`config.mk`:
```
export PLATFORM = sky130hd
export DESIGN_NAME = slot_table_min_priority_queue_core
export DESIGN_NICKNAME = d
export VERILOG_FILES = /design/src/rtl/stmpq_pkg.sv /design/src/rtl/stmpq_ram.sv /design/src/rtl/stmpq_seq.sv /design/src/rtl/slot_table_min_priority_queue_core.sv
export SDC_FILE = /design/constraint.sdc
export NUM_CORES = 2
export LEC_CHECK = 0
export ABC_AREA = 0
export BUFFER_PORTS_ARGS = -buffer_cell sky130_fd_sc_hd__buf_2
export CAP_MARGIN = 20
export CORE_ASPECT_RATIO = 0.75
export CORE_UTILIZATION = 40
export DETAILED_ROUTE_END_ITERATION = 12
export GPL_TIMING_DRIVEN = 0
export HOLD_SLACK_MARGIN = 0.1
export PLACE_DENSITY = 0.63
export SYNTH_ARGS = -nofsm -noshare
export SYNTH_HDL_FRONTEND = slang
export SYNTH_SLANG_ARGS = --single-unit
```
`constraint.sdc`:
```
create_clock -name clk -period 12.3 [get_ports clk]
set_input_delay 1.845 -clock clk [delete_from_list [all_inputs] [get_ports clk]]
set_output_delay 1.845 -clock clk [all_outputs]
set_load 0.02 [all_outputs]
```
`src/rtl/stmpq_pkg.sv`:
```
// Shared types and constants for the slot-table minimum priority queue.
`default_nettype none

package stmpq_pkg;

    localparam int NODE_BITS    = 8;
    localparam int IO_KEY_BITS  = 16;

    typedef enum logic [1:0] {
        ACT_INSERT = 2'd0,
        ACT_UPDATE = 2'd1,
        ACT_REMOVE = 2'd2,
        ACT_QUERY  = 2'd3
    } action_t;

    typedef enum logic [1:0] {
        ST_OK        = 2'd0,
        ST_FULL      = 2'd1,
        ST_NOT_FOUND = 2'd2
    } status_t;

    typedef enum logic [1:0] {
        SEQ_IDLE = 2'd0,
        SEQ_SCAN = 2'd1,
        SEQ_TAIL = 2'd2
    } seq_state_t;

    typedef struct packed {
        action_t                  action;
        logic [NODE_BITS-1:0]     node_id;
        logic [IO_KEY_BITS-1:0]   key_major;
        logic [IO_KEY_BITS-1:0]   key_minor;
    } req_t;

    typedef struct packed {
        status_t                  status;
        logic                     node_present;
        logic                     top_valid;
        logic [NODE_BITS-1:0]     top_node;
        logic [IO_KEY_BITS-1:0]   top_major;
        logic [IO_KEY_BITS-1:0]   top_minor;
    } rsp_t;

    // Sequencer to datapath control group.
    typedef struct packed {
        logic accept;     // command transfer this cycle
        logic rd_en;      // issue a memory read this cycle
        logic data_vld;   // read data from the previous cycle is present
        logic data_last;  // that read data is the last slot
    } seq_ctl_t;

endpackage

`default_nettype wire

```
`src/rtl/stmpq_ram.sv`:
```
// Slot memory: one write port, one read port, registered read data.
`default_nettype none

module stmpq_ram #(
    parameter int WIDTH = 40,
    parameter int DEPTH = 64,
    parameter int AW    = 6
) (
    input  logic             clk,
    input  logic             we,
    input  logic [AW-1:0]    waddr,
    input  logic [WIDTH-1:0] wdata,
    input  logic             re,
    input  logic [AW-1:0]    raddr,
    output logic [WIDTH-1:0] rdata
);

    logic [WIDTH-1:0] mem [DEPTH];
    logic [WIDTH-1:0] rdata_reg;

    always_ff @(posedge clk)
    begin
        if (we)
        begin
            mem[waddr] <= wdata;
        end
    end

    always_ff @(posedge clk)
    begin
        if (re)
        begin
            rdata_reg <= mem[raddr];
        end
    end

    assign rdata = rdata_reg;

endmodule

`default_nettype wire

```
`src/rtl/stmpq_seq.sv`:
```
// Scan sequencer: walks the read address over all slots once per command.
`default_nettype none

module stmpq_seq #(
    parameter int SLOTS = 64,
    parameter int AW    = 6
) (
    input  logic                clk,
    input  logic                rst_n,
    input  logic                start,
    output logic                busy,
    output stmpq_pkg::seq_ctl_t ctl,
    output logic [AW-1:0]       rd_addr,
    output logic [AW-1:0]       data_idx
);
    import stmpq_pkg::*;

    localparam logic [AW-1:0] LAST_ADDR = AW'(SLOTS - 1);

    seq_state_t    state_reg, state_next;
    logic [AW-1:0] addr_reg, addr_next;
    logic [AW-1:0] idx_reg, idx_next;
    logic          vld_reg, vld_next;
    logic          last_reg, last_next;
    logic          accept;
    logic          rd_en;

    // Next state
    always_comb
    begin
        state_next = state_reg;
        case (state_reg)
            SEQ_IDLE: if (start) state_next = SEQ_SCAN;
            SEQ_SCAN: if (addr_reg == LAST_ADDR) state_next = SEQ_TAIL;
            SEQ_TAIL: state_next = SEQ_IDLE;
            default:  state_next = SEQ_IDLE;
        endcase
    end

    // Outputs
    always_comb
    begin
        accept = 1'b0;
        rd_en  = 1'b0;
        busy   = 1'b1;
        case (state_reg)
            SEQ_IDLE:
            begin
                busy   = 1'b0;
                accept = start;
            end
            SEQ_SCAN: rd_en = 1'b1;
            SEQ_TAIL: rd_en = 1'b0;
            default:  busy  = 1'b0;
        endcase
    end

    always_comb
    begin
        addr_next = addr_reg;
        if (accept)
        begin
            addr_next = '0;
        end
        else if (rd_en)
        begin
            addr_next = addr_reg + 1'b1;
        end
        idx_next  = addr_reg;
        vld_next  = rd_en;
        last_next = rd_en && (addr_reg == LAST_ADDR);
    end

    always_ff @(posedge clk or negedge rst_n)
    begin
        if (!rst_n)
        begin
            state_reg <= SEQ_IDLE;
            addr_reg  <= '0;
            vld_reg   <= 1'b0;
            last_reg  <= 1'b0;
        end
        else
        begin
            state_reg <= state_next;
            addr_reg  <= addr_next;
            vld_reg   <= vld_next;
            last_reg  <= last_next;
        end
    end

    always_ff @(posedge clk)
    begin
        idx_reg <= idx_next;
    end

    assign rd_addr       = addr_reg;
    assign data_idx      = idx_reg;
    assign ctl.accept    = accept;
    assign ctl.rd_en     = rd_en;
    assign ctl.data_vld  = vld_reg;
    assign ctl.data_last = last_reg;

endmodule

`default_nettype wire

```
`src/rtl/slot_table_min_priority_queue_core.sv`:
```
// Top level of the slot-table minimum priority queue.
// A new start is taken in the done cycle; no command is taken while a scan runs.
// The scan is paced by the single read port of the slot memory, read once per slot.
// Reset clears all used marks (empty table); node and key storage is not cleared.
// The result is flagged by a one-cycle done strobe and held until the next one; the receiver cannot stall it.
`default_nettype none

module slot_table_min_priority_queue_core #(
    parameter int SLOTS    = 64,
    parameter int KEY_BITS = 16
) (
    input  logic            clk,
    input  logic            rst_n,
    input  logic            start,
    input  stmpq_pkg::req_t req,
    output logic            busy,
    output logic            done,
    output stmpq_pkg::rsp_t rsp
);
    import stmpq_pkg::*;

    localparam int AW = (SLOTS > 1) ? $clog2(SLOTS) : 1;
    localparam int WW = NODE_BITS + 2 * KEY_BITS;
    localparam logic [KEY_BITS-1:0] KEY_INF = {KEY_BITS{1'b1}};

    seq_ctl_t      ctl;
    logic [AW-1:0] rd_addr;
    logic [AW-1:0] data_idx;
    logic [WW-1:0] rdata;
    logic          mem_we;
    logic [WW-1:0] mem_wdata;

    // Command, used marks and the running fold over the scan.
    req_t                 cmd_reg, cmd_next;
    logic [SLOTS-1:0]     used_reg, used_next;
    logic                 hit_reg, hit_next;
    logic                 present_reg, present_next;
    logic                 tvalid_reg, tvalid_next;
    logic [NODE_BITS-1:0] tnode_reg, tnode_next;
    logic [KEY_BITS-1:0]  tmaj_reg, tmaj_next;
    logic [KEY_BITS-1:0]  tmin_reg, tmin_next;
    rsp_t                 rsp_reg, rsp_next;
    logic                 done_reg, done_next;

    // Per-slot view after the action has been applied.
    logic [NODE_BITS-1:0] slot_node;
    logic [KEY_BITS-1:0]  slot_maj;
    logic [KEY_BITS-1:0]  slot_min;
    logic [KEY_BITS-1:0]  new_maj;
    logic [KEY_BITS-1:0]  new_min;
    logic                 slot_used;
    logic                 is_ins, is_upd, is_rem;
    logic                 match, take;
    logic                 eff_used;
    logic [NODE_BITS-1:0] eff_node;
    logic [KEY_BITS-1:0]  eff_maj;
    logic [KEY_BITS-1:0]  eff_min;
    logic                 better;

    stmpq_seq #(
        .SLOTS (SLOTS),
        .AW    (AW)
    ) u_seq (
        .clk      (clk),
        .rst_n    (rst_n),
        .start    (start),
        .busy     (busy),
        .ctl      (ctl),
        .rd_addr  (rd_addr),
        .data_idx (data_idx)
    );

    // Node and key of each slot; the write hits the slot whose data is in hand,
    // while the read is already one slot ahead, so the two never collide.
    stmpq_ram #(
        .WIDTH (WW),
        .DEPTH (SLOTS),
        .AW    (AW)
    ) u_ram (
        .clk   (clk),
        .we    (mem_we),
        .waddr (data_idx),
        .wdata (mem_wdata),
        .re    (ctl.rd_en),
        .raddr (rd_addr),
        .rdata (rdata)
    );

    assign {slot_node, slot_maj, slot_min} = rdata;

    // Narrow or widen the key inputs to the stored key width.
    assign new_maj = KEY_BITS'(cmd_reg.key_major);
    assign new_min = KEY_BITS'(cmd_reg.key_minor);

    assign is_ins    = (cmd_reg.action == ACT_INSERT);
    assign is_upd    = (cmd_reg.action == ACT_UPDATE);
    assign is_rem    = (cmd_reg.action == ACT_REMOVE);
    assign slot_used = used_reg[data_idx];

    // Insert targets the first free slot; update and remove the first used
    // slot that holds the node. Only the first match along the scan is taken.
    always_comb
    begin
        match = 1'b0;
        if (is_ins)
        begin
            match = !slot_used;
        end
        else if (is_upd || is_rem)
        begin
            match = slot_used && (slot_node == cmd_reg.node_id);
        end
        take = ctl.data_vld && match && !hit_reg;

        eff_used = slot_used;
        eff_node = slot_node;
        eff_maj  = slot_maj;
        eff_min  = slot_min;
        if (take && is_ins)
        begin
            eff_used = 1'b1;
            eff_node = cmd_reg.node_id;
        end
        if (take && is_rem)
        begin
            eff_used = 1'b0;
        end
        if (take && (is_ins || is_upd))
        begin
            eff_maj = new_maj;
            eff_min = new_min;
        end

        // Strictly below the running best keeps the lowest slot on ties.
        better = eff_used && ({eff_maj, eff_min} < {tmaj_reg, tmin_reg});
    end

    assign mem_we    = take && (is_ins || is_upd);
    assign mem_wdata = {eff_node, eff_maj, eff_min};

    always_comb
    begin
        cmd_next     = cmd_reg;
        used_next    = used_reg;
        hit_next     = hit_reg;
        present_next = present_reg;
        tvalid_next  = tvalid_reg;
        tnode_next   = tnode_reg;
        tmaj_next    = tmaj_reg;
        tmin_next    = tmin_reg;
        rsp_next     = rsp_reg;
        done_next    = 1'b0;

        if (ctl.accept)
        begin
            // Latch the command and reset the fold to "no minimum".
            cmd_next     = req;
            hit_next     = 1'b0;
            present_next = 1'b0;
            tvalid_next  = 1'b0;
            tnode_next   = '0;
            tmaj_next    = KEY_INF;
            tmin_next    = KEY_INF;
        end
        else if (ctl.data_vld)
        begin
            if (take)
            begin
                hit_next = 1'b1;
                if (is_ins || is_rem)
                begin
                    used_next[data_idx] = eff_used;
                end
            end
            if (eff_used && (eff_node == cmd_reg.node_id))
            begin
                present_next = 1'b1;
            end
            if (better)
            begin
                tvalid_next = 1'b1;
                tnode_next  = eff_node;
                tmaj_next   = eff_maj;
                tmin_next   = eff_min;
            end

            // Last slot folded: load the result from the final fold values.
            if (ctl.data_last)
            begin
                done_next = 1'b1;
                rsp_next.status = ST_OK;
                if (!hit_next && is_ins)
                begin
                    rsp_next.status = ST_FULL;
                end
                else if (!hit_next && (is_upd || is_rem))
                begin
                    rsp_next.status = ST_NOT_FOUND;
                end
                rsp_next.node_present = present_next;
                rsp_next.top_valid    = tvalid_next;
                rsp_next.top_node     = tnode_next;
                rsp_next.top_major    = IO_KEY_BITS'(tmaj_next);
                rsp_next.top_minor    = IO_KEY_BITS'(tmin_next);
            end
        end
    end

    always_ff @(posedge clk or negedge rst_n)
    begin
        if (!rst_n)
        begin
            used_reg <= '0;
            done_reg <= 1'b0;
        end
        else
        begin
            used_reg <= used_next;
            done_reg <= done_next;
        end
    end

    always_ff @(posedge clk)
    begin
        cmd_reg     <= cmd_next;
        hit_reg     <= hit_next;
        present_reg <= present_next;
        tvalid_reg  <= tvalid_next;
        tnode_reg   <= tnode_next;
        tmaj_reg    <= tmaj_next;
        tmin_reg    <= tmin_next;
        rsp_reg     <= rsp_next;
    end

    assign done = done_reg;
    assign rsp  = rsp_reg;

endmodule

`default_nettype wire

```
==> reports/qor.csv <==
stage;metric;value;unit
run_status;status;completed;
synth;Distinct cells, synth;61;
sta;Setup TNS Final;0;ns
clocking;post_cts resized;0;
pwr;Max VDD drop;0.000165;V
place;Placement Cell Area;0.117;sq mm
sta;relative slew slack;0.188;
cells_and_area;max reg flops;2560;
drt;1st-pass router iterations;6;
sta;RSZ-0062 raised after global routing;false;
worst_setup_path;crit-path max FO;67;
place;GP Congestion;0.908;
grt;vias in the first global route;51700;
synth;Post-Syn Nets;4721;
synth;mapped cell area;0.109;sq mm
worst_setup_path;CP required;12.78;ns
synth;Async S/R FF share, synth;0.0267;
floorplan;Die ar.;0.274;sq mm
sta;Final Max Slew Viols;0;
grt;Total GRT Usage;0.207;
drt;vias per inst;5.84;
sta;fmax;113;MHz
pwr;Clock power frac;0.288;
synth;Seq/Total Area, Yosys;0.769;
synth;most frequent cell after synthesis;edfxtp_1;
floorplan;Die Span X;604;um
pwr;Cell Pwr Density;231;mW/mm^2
pwr;Sw Ratio;0.311;
sta;min cycle time layout;8.87;ns
sta;Final Hold Viols;0;
synth;Synth area leader;edfxtp_1;
floorplan;Rows;165;
floorplan;Die Y;453;um
grt;global-route wire length before repair;398000;um
cells_and_area;layout filler cell count;21600;
clocking;Num Clock Sinks;2810;
place;Port Buf Inserts;90;
pwr;Leak;38.9;nW
floorplan;starting density of the core;0.403;
drt;First DRT Iteration DRCs;7183;
drt;vias;52400;
pwr;Flop pwr share;0.428;
drt;Final ANT Viol Nets;0;
synth;post-synth top area share;0.743;
floorplan;# IOs;91;
sta;final setup margin;3.43;ns
sta;# setup viols final;0;
sta;Fin Hold WS;0.373;ns
cells_and_area;Final Cell Area;0.126;sq mm
clocking;H-tree depth;5;
cells_and_area;Finished Layout Cells;8985;
cells_and_area;synthesis-to-layout area growth;16.1;%
pwr;P_sw;9.07;mW
clocking;clk buf depth;4;
clocking;post-CTS setup buffers;0;
clocking;Clock transition at path regs;0.06;ns
synth;ranking of synthesized cells by instance count;edfxtp_1 (2686), mux4_2 (844), clkbuf_1 (187);
place;dpl cells;8455;
synth;Avg Cell Area, Syn;23.4;sq um
cells_and_area;area of the multi-input gates;0.0244;sq mm
sta;Worst-Margin Slew;1.21;ns
synth;top cells by area, synth;edfxtp_1 (74%), mux4_2 (18%), dfrtp_1 (1.7%);
cells_and_area;nets@finish;5256;
clocking;CTS Root Cell;clkbuf_16;
pwr;Comb power frac;0.284;
sta;final period utilization;0.721;
synth;EDFF count, synth;2686;
grt;initial antenna violation count;25;
grt;largest net degree at the start of global routing;68;
synth;synthesized flop and latch total;2810;
clocking;clk_lat worst skew;0.87;ns
clocking;Hold-fix buffers, CTS;0;
drt;final WL;284000;um
cells_and_area;share of layout cells above drive strength 1;0.313;
place;pre-CTS setup slack;3.70;ns
worst_setup_path;CP endpoint kind;flop;
cells_and_area;Reg area;0.0835;sq mm
run;max cap viols;0;
clocking;TritonCTS clock tree;done;
floorplan;core area;0.270;sq mm
grt;grt total ovfl;0;
synth;prevailing post-synth register cell;edfxtp_1;
sta;final setup skew;0.0445;ns
worst_setup_path;WS Path Type;flop to flop;
clocking;CTS buffer count;285;
synth;cell count after synthesis;4638;
worst_setup_path;CP startpoint kind;flop;
place;hpwl dp;189000;um
drt;Avg WL per Cell;31.6;um
worst_setup_path;critical path arrival;9.35;ns
hold_path;HP Class;flop to flop;
synth;Synthesis Warnings;0;
drt;residual DRC count;0;
pwr;Internal;20.1;mW
## path summary, 6_finish.rpt
check | from | to | slack [ns] | cells after the start
max in group asynchronous | rst_n | done | 10.86 | 2
max reg2reg | u_seq.data_idx[2] | rsp[9] | 3.43 | 21
min reg2reg | u_seq.rd_addr[4] | u_seq.data_idx[4] | 0.37 | 0
min | u_seq.rd_addr[4] | u_seq.data_idx[4] | 0.37 | 0
min in group asynchronous | rst_n | used_reg[27] | 0.87 | 1
max | u_seq.data_idx[2] | rsp[9] | 3.43 | 21
## cells by family (layout without fill, tap and decap cells)
kind of cell             Yosys count  after routing  share of synthesized area
AO/OA/AOI/OAI                    148            148                    0.00944
XOR/XNOR                          12             12                   0.000968
adder cells (fa/ha/maj)           38             38                    0.00438
buffers and inverters            304           1054                     0.0110
flip-flops                      2810           2810                      0.769
multiplexers                     971            971                      0.189
other                              0              7                          0
AND/OR/NAND/NOR                  355            355                     0.0161
## critical path, cell delays in order, from the launching register on
cell and delay [ns]:
dfxtp_1 0.40, buf_4 0.25, buf_2 0.35, mux2i_1 0.33, o22ai_1 0.11, o21ai_0 0.33, and4_1 0.33, nand4b_2 0.43
o21ai_4 0.48, buf_6 0.27, mux2_4 0.59, ha_1 0.44, nand2_1 0.07, nor4_1 0.78, nand4_1 0.61, a41oi_1 0.35
mux2_2 0.26, o21ai_1 0.30, and2_1 0.28, buf_2 0.22, clkbuf_1 0.24, o21ai_0 0.96
## final cells by class
| class | instances | area share |
|---|---|---|
| well taps | 3590 | 0.0356 |
| repair buffers | 248 | 0.0287 |
| flip-flops and latches | 2810 | 0.662 |
| multi-input cells | 1524 | 0.193 |
| plain buffers | 262 | 0.00843 |
| clock buffers | 358 | 0.0598 |
| inverters | 42 | 0.00125 |
| clock inverters | 144 | 0.0107 |
| diodes | 7 | 0.000139 |
## metal layers
| layer | GRT usage | up-vias | part of all wire | wire (um) |
|---|---|---|---|---|
| met1 | 0.294 | 28400 | 0.41 | 117000 |
| met2 | 0.312 | 2600 | 0.45 | 129000 |
| met5 | 0 | - | 0.00024 | 68 |
| met3 | 0.0539 | 430 | 0.10 | 28400 |
| met4 | 0.0680 | 8 | 0.035 | 9930 |
| li1 | - | 21000 | - | - |
## cell usage in the layout (no fill, tap or decap), types with 11 or more instances in the layout
cell type	count
clkbuf_16	288
mux2_1	17
edfxtp_1	2686
dfxtp_1	49
mux4_2	844
nor2_1	22
a21oi_1	14
o22ai_1	13
a31oi_1	12
clkinv_1	56
clkbuf_1	234
inv_6	11
clkinvlp_4	12
dfrtp_1	75
ha_1	37
o31a_1	34
clkbuf_2	13
mux2_2	65
or4_1	32
inv_1	42
bufinv_16	19
buf_16	31
mux2i_1	13
buf_1	56
nor2_4	64
buf_2	101
mux2_4	32
nand3_1	48
buf_12	84
o21ai_0	46
nand2_1	103
nor3_1	19
buf_8	38
clkinv_2	33
## metrics by stage
step                      power [mW]  utilization
after global routing            30.0        0.467
after global placement          20.3        0.421
after floorplan                 17.2            -
final                           29.1        0.467
after detailed placement        20.8        0.433
after CTS                       29.1        0.466
## power by group through the flow
| stage | combinational [mW] | clock [mW] | sequential (mW) |
|---|---|---|---|
| 3_3_place_gp | 7.60 | 0 | 12.7 |
| 6_report | 8.27 | 8.40 | 12.5 |
| 3_5_place_dp | 8.11 | 0 | 12.7 |
| 4_1_cts | 8.13 | 8.52 | 12.5 |
| 5_1_grt | 8.69 | 8.88 | 12.5 |
| 2_1_floorplan | 4.62 | 0 | 12.6 |
(Power assumes the default switching activity.)
